[src/rtl/core/sde_pkg.sv]
// ----------------------------------------------------------------------------
// sde_pkg
// Shared widths, register indexes, tap tables and types of the side distance
// edge detector.
// ----------------------------------------------------------------------------
package sde_pkg;

    localparam int SAMPLE_W = 16;
    localparam int HIST_W   = 8;
    localparam int THR_W    = 15;
    localparam int RESP_W   = 16;
    localparam int SUM_W    = 17;
    localparam int CFG_IDX_W  = 8;
    localparam int CFG_DATA_W = 16;

    localparam logic [CFG_IDX_W-1:0] CFG_CLAMP_LIMIT    = 8'd0;
    localparam logic [CFG_IDX_W-1:0] CFG_EDGE_THRESHOLD = 8'd1;

    localparam logic [HIST_W-1:0] CLAMP_LIMIT_RESET    = 8'd200;
    localparam logic [THR_W-1:0]  EDGE_THRESHOLD_RESET = 15'd2000;
    localparam logic [HIST_W-1:0] HISTORY_RESET        = 8'd60;

    localparam int GAUSS_TAPS  [5] = '{2, 4, 5, 4, 2};
    localparam int SMOOTH_TAPS [5] = '{0, 1, 2, 1, 0};

    typedef enum logic [1:0] {
        EDGE_NONE  = 2'd0,
        EDGE_START = 2'd1,
        EDGE_END   = 2'd2
    } t_edge_kind;

    // filtered values needed by the edge decision
    typedef struct packed {
        logic signed [SUM_W-1:0] sum;
        logic                    dip;
        logic                    peak;
    } t_filt;

endpackage

[src/rtl/core/sde_history.sv]
// ----------------------------------------------------------------------------
// sde_history
// Per-side clamped sample histories, shared warm-up counter and the
// snapshot register that feeds the filter stage.
// ----------------------------------------------------------------------------
module sde_history #(
    parameter int HISTORY_LENGTH = 6
) (
    input  logic                                        i_clk,
    input  logic                                        i_rst_n,
    input  logic                                        i_accept,
    input  logic [sde_pkg::SAMPLE_W-1:0]                i_sample,
    input  logic                                        i_side,
    input  logic [sde_pkg::HIST_W-1:0]                  i_clamp_limit,
    output logic [HISTORY_LENGTH-1:0][sde_pkg::HIST_W-1:0] o_hist,
    output logic                                        o_side,
    output logic                                        o_warm
);

    localparam int CNT_W = $clog2(HISTORY_LENGTH + 3);
    localparam logic [CNT_W-1:0] WARM_TARGET = CNT_W'(HISTORY_LENGTH + 2);

    logic [HISTORY_LENGTH-1:0][sde_pkg::HIST_W-1:0] r_left, n_left;
    logic [HISTORY_LENGTH-1:0][sde_pkg::HIST_W-1:0] r_right, n_right;
    logic [HISTORY_LENGTH-1:0][sde_pkg::HIST_W-1:0] r_snap, n_snap;
    logic [CNT_W-1:0]                               r_cnt, n_cnt;
    logic                                           r_side, r_warm;
    logic [sde_pkg::HIST_W-1:0]                     clamped;
    logic                                           active;

    always_comb begin
        if (i_sample > {{(sde_pkg::SAMPLE_W - sde_pkg::HIST_W){1'b0}}, i_clamp_limit}) begin
            clamped = i_clamp_limit;
        end else begin
            clamped = i_sample[sde_pkg::HIST_W-1:0];
        end
    end

    assign active = (r_cnt >= WARM_TARGET);

    always_comb begin
        n_left  = r_left;
        n_right = r_right;
        n_cnt   = r_cnt;
        // newest value at entry 0
        if (i_side) begin
            n_snap = {r_left[HISTORY_LENGTH-2:0], clamped};
        end else begin
            n_snap = {r_right[HISTORY_LENGTH-2:0], clamped};
        end
        if (i_accept) begin
            if (i_side) begin
                n_left = n_snap;
            end else begin
                n_right = n_snap;
            end
            if (!active) begin
                n_cnt = r_cnt + CNT_W'(1);
            end
        end
    end

    always_ff @(posedge i_clk) begin
        if (!i_rst_n) begin
            r_left  <= {HISTORY_LENGTH{sde_pkg::HISTORY_RESET}};
            r_right <= {HISTORY_LENGTH{sde_pkg::HISTORY_RESET}};
            r_cnt   <= '0;
        end else begin
            r_left  <= n_left;
            r_right <= n_right;
            r_cnt   <= n_cnt;
        end
    end

    always_ff @(posedge i_clk) begin
        if (i_accept) begin
            r_snap <= n_snap;
            r_side <= i_side;
            r_warm <= active;
        end
    end

    assign o_hist = r_snap;
    assign o_side = r_side;
    assign o_warm = r_warm;

endmodule

[src/rtl/core/sde_filter.sv]
// ----------------------------------------------------------------------------
// sde_filter
// Gaussian, smoothing and central difference passes over one history
// snapshot, with end values replicated, and the slope tests at the center.
// ----------------------------------------------------------------------------
module sde_filter #(
    parameter int HISTORY_LENGTH = 6
) (
    input  logic [HISTORY_LENGTH-1:0][sde_pkg::HIST_W-1:0] i_hist,
    output sde_pkg::t_filt                                 o_filt
);

    localparam int GW = 13;
    localparam int SW = 15;
    localparam int DW = 16;

    logic [GW-1:0]        gauss  [HISTORY_LENGTH];
    logic [SW-1:0]        smooth [HISTORY_LENGTH];
    logic signed [DW-1:0] diff   [HISTORY_LENGTH];

    function automatic int edge_idx(input int k);
        if (k < 0) begin
            return 0;
        end
        if (k > HISTORY_LENGTH - 1) begin
            return HISTORY_LENGTH - 1;
        end
        return k;
    endfunction

    always_comb begin
        logic [GW-1:0] acc;
        for (int i = 0; i < HISTORY_LENGTH; i++) begin
            acc = '0;
            for (int t = 0; t < 5; t++) begin
                acc = acc + GW'(i_hist[edge_idx(i + t - 2)]) * GW'(sde_pkg::GAUSS_TAPS[t]);
            end
            gauss[i] = acc;
        end
    end

    always_comb begin
        logic [SW-1:0] acc;
        for (int i = 0; i < HISTORY_LENGTH; i++) begin
            acc = '0;
            for (int t = 0; t < 5; t++) begin
                acc = acc + SW'(gauss[edge_idx(i + t - 2)]) * SW'(sde_pkg::SMOOTH_TAPS[t]);
            end
            smooth[i] = acc;
        end
    end

    // central difference: next minus previous
    always_comb begin
        for (int i = 0; i < HISTORY_LENGTH; i++) begin
            diff[i] = $signed({1'b0, smooth[edge_idx(i + 1)]})
                    - $signed({1'b0, smooth[edge_idx(i - 1)]});
        end
    end

    always_comb begin
        o_filt.sum  = sde_pkg::SUM_W'(diff[3]) + sde_pkg::SUM_W'(diff[4]);
        o_filt.dip  = (diff[2] > diff[3]) && (diff[5] > diff[4]);
        o_filt.peak = (diff[2] < diff[3]) && (diff[5] < diff[4]);
    end

endmodule

[src/rtl/core/side_distance_edge_detector.sv]
// ----------------------------------------------------------------------------
// side_distance_edge_detector
// Clamps side-tagged distance samples into per-side histories, filters them
// and flags minimum or maximum edges against a threshold.
// ----------------------------------------------------------------------------
// Usage:
//   Input channel (i_in_valid / o_in_ready) carries one sample and its side.
//   Output channel (o_out_valid / i_out_ready) returns exactly one result per
//   request: edge kind, side echo, warm-up flag and the saturated response.
//   Config channel (i_cfg_valid / o_cfg_ready) is always ready; index 0 is
//   the clamp limit, index 1 the edge threshold, other indexes are dropped.
//   At accept the history is updated and snapshotted, and the filter cascade
//   runs from that snapshot into the result register.
//   Throughput is one request per cycle while the receiver is ready, set
//   by the single filter stage between snapshot and result registers.
//   Reset fills both histories with 60, clears the warm-up count and loads
//   the register defaults. When the receiver stalls, the result register and
//   snapshot hold; o_in_ready drops only once both stages are full.
// ----------------------------------------------------------------------------
module side_distance_edge_detector #(
    parameter int HISTORY_LENGTH = 6
) (
    input  logic                            i_clk,
    input  logic                            i_rst_n,
    input  logic                            i_in_valid,
    output logic                            o_in_ready,
    input  logic [sde_pkg::SAMPLE_W-1:0]    i_sample,
    input  logic                            i_side,
    output logic                            o_out_valid,
    input  logic                            i_out_ready,
    output logic [1:0]                      o_edge_kind,
    output logic                            o_side_echo,
    output logic                            o_warmed_up,
    output logic signed [sde_pkg::RESP_W-1:0] o_response,
    input  logic                            i_cfg_valid,
    output logic                            o_cfg_ready,
    input  logic [sde_pkg::CFG_IDX_W-1:0]   i_cfg_index,
    input  logic [sde_pkg::CFG_DATA_W-1:0]  i_cfg_data
);

    logic [sde_pkg::HIST_W-1:0] r_clamp_limit;
    logic [sde_pkg::THR_W-1:0]  r_edge_threshold;

    logic r_snap_valid, n_snap_valid;
    logic r_out_valid, n_out_valid;
    logic out_load, snap_move, in_accept;

    logic [HISTORY_LENGTH-1:0][sde_pkg::HIST_W-1:0] snap_hist;
    logic                                           snap_side;
    logic                                           snap_warm;
    sde_pkg::t_filt                                 filt;

    sde_pkg::t_edge_kind             n_kind, r_kind;
    logic signed [sde_pkg::RESP_W-1:0] n_resp, r_resp;
    logic                            r_side, r_warm;
    logic signed [sde_pkg::SUM_W-1:0] neg_thr, pos_thr;

    assign o_cfg_ready = 1'b1;

    always_ff @(posedge i_clk) begin
        if (!i_rst_n) begin
            r_clamp_limit    <= sde_pkg::CLAMP_LIMIT_RESET;
            r_edge_threshold <= sde_pkg::EDGE_THRESHOLD_RESET;
        end else if (i_cfg_valid) begin
            case (i_cfg_index)
                sde_pkg::CFG_CLAMP_LIMIT: begin
                    r_clamp_limit <= i_cfg_data[sde_pkg::HIST_W-1:0];
                end
                sde_pkg::CFG_EDGE_THRESHOLD: begin
                    r_edge_threshold <= i_cfg_data[sde_pkg::THR_W-1:0];
                end
                default: begin
                end
            endcase
        end
    end

    // pipeline flow control
    assign out_load   = !r_out_valid || i_out_ready;
    assign snap_move  = r_snap_valid && out_load;
    assign o_in_ready = !r_snap_valid || out_load;
    assign in_accept  = i_in_valid && o_in_ready;

    always_comb begin
        n_snap_valid = r_snap_valid;
        n_out_valid  = r_out_valid;
        if (in_accept) begin
            n_snap_valid = 1'b1;
        end else if (snap_move) begin
            n_snap_valid = 1'b0;
        end
        if (snap_move) begin
            n_out_valid = 1'b1;
        end else if (i_out_ready) begin
            n_out_valid = 1'b0;
        end
    end

    always_ff @(posedge i_clk) begin
        if (!i_rst_n) begin
            r_snap_valid <= 1'b0;
            r_out_valid  <= 1'b0;
        end else begin
            r_snap_valid <= n_snap_valid;
            r_out_valid  <= n_out_valid;
        end
    end

    sde_history #(
        .HISTORY_LENGTH (HISTORY_LENGTH)
    ) u_history (
        .i_clk         (i_clk),
        .i_rst_n       (i_rst_n),
        .i_accept      (in_accept),
        .i_sample      (i_sample),
        .i_side        (i_side),
        .i_clamp_limit (r_clamp_limit),
        .o_hist        (snap_hist),
        .o_side        (snap_side),
        .o_warm        (snap_warm)
    );

    sde_filter #(
        .HISTORY_LENGTH (HISTORY_LENGTH)
    ) u_filter (
        .i_hist (snap_hist),
        .o_filt (filt)
    );

    assign pos_thr = $signed({2'b00, r_edge_threshold});
    assign neg_thr = -pos_thr;

    always_comb begin
        n_kind = sde_pkg::EDGE_NONE;
        if (snap_warm) begin
            if ((filt.sum < neg_thr) && filt.dip) begin
                n_kind = sde_pkg::EDGE_START;
            end
            if ((filt.sum > pos_thr) && filt.peak) begin
                n_kind = sde_pkg::EDGE_END;
            end
        end
    end

    // saturate the 17-bit sum to the reported width
    always_comb begin
        if (filt.sum[sde_pkg::SUM_W-1] != filt.sum[sde_pkg::SUM_W-2]) begin
            n_resp = filt.sum[sde_pkg::SUM_W-1] ? 16'sh8000 : 16'sh7fff;
        end else begin
            n_resp = filt.sum[sde_pkg::RESP_W-1:0];
        end
    end

    always_ff @(posedge i_clk) begin
        if (snap_move) begin
            r_kind <= n_kind;
            r_resp <= n_resp;
            r_side <= snap_side;
            r_warm <= snap_warm;
        end
    end

    assign o_out_valid = r_out_valid;
    assign o_edge_kind = r_kind;
    assign o_side_echo = r_side;
    assign o_warmed_up = r_warm;
    assign o_response  = r_resp;

endmodule

[config.mk]
export PLATFORM = sky130hd
export DESIGN_NAME = side_distance_edge_detector
export DESIGN_NICKNAME = d
export VERILOG_FILES = /design/src/rtl/core/sde_pkg.sv /design/src/rtl/core/sde_history.sv /design/src/rtl/core/sde_filter.sv /design/src/rtl/core/side_distance_edge_detector.sv
export SDC_FILE = /design/constraint.sdc
export NUM_CORES = 1
export LEC_CHECK = 0
export BUFFER_PORTS_ARGS = -buffer_cell sky130_fd_sc_hd__buf_2
export CAP_MARGIN = 15
export CORE_ASPECT_RATIO = 1.75
export CORE_MARGIN = 5
export CORE_UTILIZATION = 50
export DETAILED_ROUTE_END_ITERATION = 10
export GPL_TIMING_DRIVEN = 1
export HOLD_SLACK_MARGIN = 0.12
export PLACE_DENSITY = 0.69
export SLEW_MARGIN = 20
export SYNTH_ARGS = -nofsm -noshare
export SYNTH_HDL_FRONTEND = slang
export SYNTH_HIERARCHICAL = 1
export SYNTH_SLANG_ARGS = --single-unit
[constraint.sdc]
create_clock -name i_clk -period 21.8 [get_ports i_clk]
set_clock_uncertainty 0.1 [all_clocks]
set_input_delay 1.09 -clock i_clk [delete_from_list [all_inputs] [get_ports i_clk]]
set_output_delay 1.09 -clock i_clk [all_outputs]
set_load 0.02 [all_outputs]
==> flow_metrics.py <==
metrics = {
    "clock_tree": {
        "cts-root-buf": "clkbuf_16",
        "cts_tree": "yes",
        "cts_resized": 0,
        "post-cts-setup-buffer-count": 0,
        "clk_latency_ns": 0.45,
        "clock_path_buffers": 2,
        "path_clk_slew_ns": 0.07,
        "htreeDepth": 4,
        "cts_hold_buf": 0,
        "cts_sinks": 179,
        "numCtsBuffers": 17,
    },
    "sta": {
        "fin_ws_ns": 9.949,
        "hold_ws_ns": 0.3319,
        "finalSetupTns_ns": 0,
        "min_period_ns": 11.85,
        "slew_violations": 0,
        "rsz0062_at_grt": "no",
        "clock.fmax_ghz": 0.08438,
        "worst_slew_pin_slew_ns": 1.103,
        "relSlewSlack_pct": 26.45,
        "hold_violations": 0,
        "finalSetupViolCount": 0,
        "fin_crit_sh_pct": 54.36,
    },
    "global_route": {
        "grt_pass1_vias": 18910,
        "grt_max_degree": 110,
        "antenna_found_initial": 0,
        "track_usage_pct": 24.54,
        "grt_pass1_wl_um": 100700,
        "gr-total-overflow": 0,
    },
    "synth": {
        "yosys.cell_types.count": 90,
        "synth_top_area_share_pct": 20.81,
        "synth_largest_area_cell": "fa_1",
        "synthFlopType": "dfxtp_1",
        "syn_area_um2": 23950,
        "synth_edf_count": 70,
        "ys_warn_count": 6,
        "ys_seq_area_share_pct": 17.89,
        "synth_cells": 2577,
        "async_reset_ff_share_pct": 0,
        "synth_seq_cells": 179,
        "synth_area_leaders": "fa_1, ha_1, dfxtp_1, edfxtp_1, inv_1",
        "synth.net_count": 3221,
        "avgSynthCellArea_um2": 9.294,
    },
    "detailed_routing": {
        "dr.pass1.iters": 8,
        "drt-initial-drc-count": 972,
        "via_per_inst": 5.670,
        "drc": 0,
        "wirelength_um": 64510,
        "ant_nets": 0,
        "wl_per_cell_um": 20.01,
        "vias": 18280,
    },
    "worst_setup_path": {
        "cp_common_cell": "fa_1",
        "crit_slowest_cell": "o41ai_1",
        "crit_type": "reg -> reg",
        "start_kind": "flip-flop",
        "cpPeakStageDelay_ns": 0.72,
        "required_ns": 21.99,
        "crit_arrival_ns": 12.04,
        "cp-end-kind": "flip-flop",
        "reg2reg_depth": 43,
        "reg2reg_to": "o_edge_kind[0]",
        "cp_top_family": "adder cells",
        "critPathCapture": "o_edge_kind[0]",
        "r2r_slack_ns": 9.95,
        "cp-startpoint": "u_history/o_hist[25]",
        "r2r_start": "u_history/o_hist[25]",
        "cp_num_buf_inv": 5,
        "crit_cells": 43,
        "critPathMaxFanout": 6,
    },
    "placement": {
        "gp_congestion": 0.9609,
        "port_buffers": 66,
        "dp_hpwl_um": 54810,
        "pre_cts_ws_ns": 10.13,
        "place_inst": 3192,
    },
    "final_layout": {
        "fillers": 4264,
        "antenna_cells": 0,
        "finalNonFillerCells": 3224,
        "area_delta_synth_final_pct": 6.473,
        "final_nets": 3261,
        "drive_gt1_share_pct": 7.909,
    },
    "floorplan": {
        "initial_utilization_pct": 50.30,
        "top_level_ports": 69,
        "rows": 106,
        "die-area_um2": 52550,
        "die_x_um": 175.5,
        "core_um2": 47610,
        "die_y_um": 299.5,
    },
    "run": {
        "maxCapViolations": 0,
    },
    "min_path": {
        "hp-start": "u_history/o_side",
        "min_path_cells": 0,
        "hp-class": "reg -> reg",
    },
    "run_status": {
        "status": "finished, final reports clean",
    },
}
-- sequential cells by signal, indices dropped and copies added, names as in the netlist, 2 cells and up --
register	cells
u_history/o_hist	48
u_history/r_cnt	4
o_response	16
u_history/r_right	40
o_edge_kind	2
r_edge_threshold	15
r_clamp_limit	8
u_history/r_left	40
-- worst min-delay path by stage --
| stage | to | slack, ns |
|---|---|---|
| floorplan | o_side_echo | 0.30 |
| global placement | o_side_echo | 0.31 |
| detailed placement | o_side_echo | 0.31 |
| CTS | o_side_echo | 0.33 |
| global route | o_side_echo | 0.34 |
| finish | o_side_echo | 0.33 |
-- cells in the final DEF, fill, tap and decap left out, types with 17 or more instances in the layout --
cell / Yosys / routed
xor2_1: 62 / 62
buf_2: 9 / 66
nand4_1: 22 / 22
clkbuf_16: 0 / 17
a21oi_1: 111 / 111
inv_1: 460 / 460
dfxtp_1: 109 / 109
a21boi_0: 36 / 36
o21a_1: 48 / 48
nor3_1: 34 / 34
nand2b_1: 20 / 19
nand3_1: 60 / 60
nor2_1: 105 / 105
xnor2_1: 112 / 112
a21o_1: 44 / 44
o21bai_1: 17 / 17
o21ai_0: 68 / 68
mux2_2: 48 / 48
ha_1: 349 / 349
nand2_1: 226 / 226
nor2b_1: 51 / 49
fa_1: 249 / 249
edfxtp_1: 70 / 70
mux2i_1: 24 / 24
-- logic make-up after synthesis --
| family | synth area share, % |
|---|---|
| xor gates and xnor gates | 6.363 |
| other | 0.01566 |
| DFF | 17.89 |
| adders and majority gates | 39.04 |
| and+or+nand+nor | 11.95 |
| AOI/OAI and AO/OA | 13.28 |
| buffers and inverters | 8.201 |
| muxes | 3.260 |
-- synthesized netlist by cell type (10+ instances only) --
library cell  count
a31oi_1          11
o21a_1           48
a31o_2           10
o21ai_0          68
nand2_1         226
o21bai_1         17
a21oi_1         111
a21boi_0         36
a21o_1           44
edfxtp_1         70
nor2_1          105
dfxtp_1         109
ha_1            349
nand2b_1         20
fa_1            249
nor2b_1          51
clkbuf_1         31
o2111ai_1        11
xor2_1           62
mux2i_1          24
nand4_1          22
nor3_1           34
mux2_2           48
o311a_1          13
nor4_1           11
nand3_1          60
inv_1           460
xnor2_1         112
-- per-layer routing --
metal / part of all wire (%) / global-route usage (%) / vias up
li1: - / - / 8712
met1: 35 / 25.18 / 8830
met2: 53 / 46.13 / 521
met3: 2.8 / 1.867 / 217
met4: 8.7 / 17.89 / 0
met5: 0 / 0 / -
-- worst reg2reg max path, delay by kind of cell, from the launching register on --
family / cells / cell delay [ns]
muxes: 1 / 0.25
buffers and inverters: 5 / 0.28
and+or+nand+nor: 11 / 1.60
AOI/OAI and AO/OA: 11 / 3.11
DFF: 1 / 0.63
xor gates and xnor gates: 4 / 1.25
adders and majority gates: 11 / 4.50
-- stage by stage --
stage | util [%] | cell area (um^2)
2_1_floorplan | - | 23950
5_1_grt | 53.56 | 25500
3_3_place_gp | 52.23 | 24870
3_5_place_dp | 52.23 | 24870
6_report | 53.56 | 25500
4_1_cts | 53.53 | 25490
-- layout make-up --
cell class | count | area, um^2 | share of cell area [%]
Timing Repair Buffer | 74 | 390.4 | 1.531
Tap cell | 594 | 743.2 | 2.914
Multi-Input combinational cell | 1885 | 17740 | 69.55
Clock buffer | 17 | 425.4 | 1.668
Inverter | 460 | 1727 | 6.771
Sequential cell | 179 | 4284 | 16.80
Clock inverter | 15 | 195.2 | 0.7654
Power is left out: the tool's default activity adds up to more than one toggle a clock period on the data nets, which glitch-free logic cannot reach.
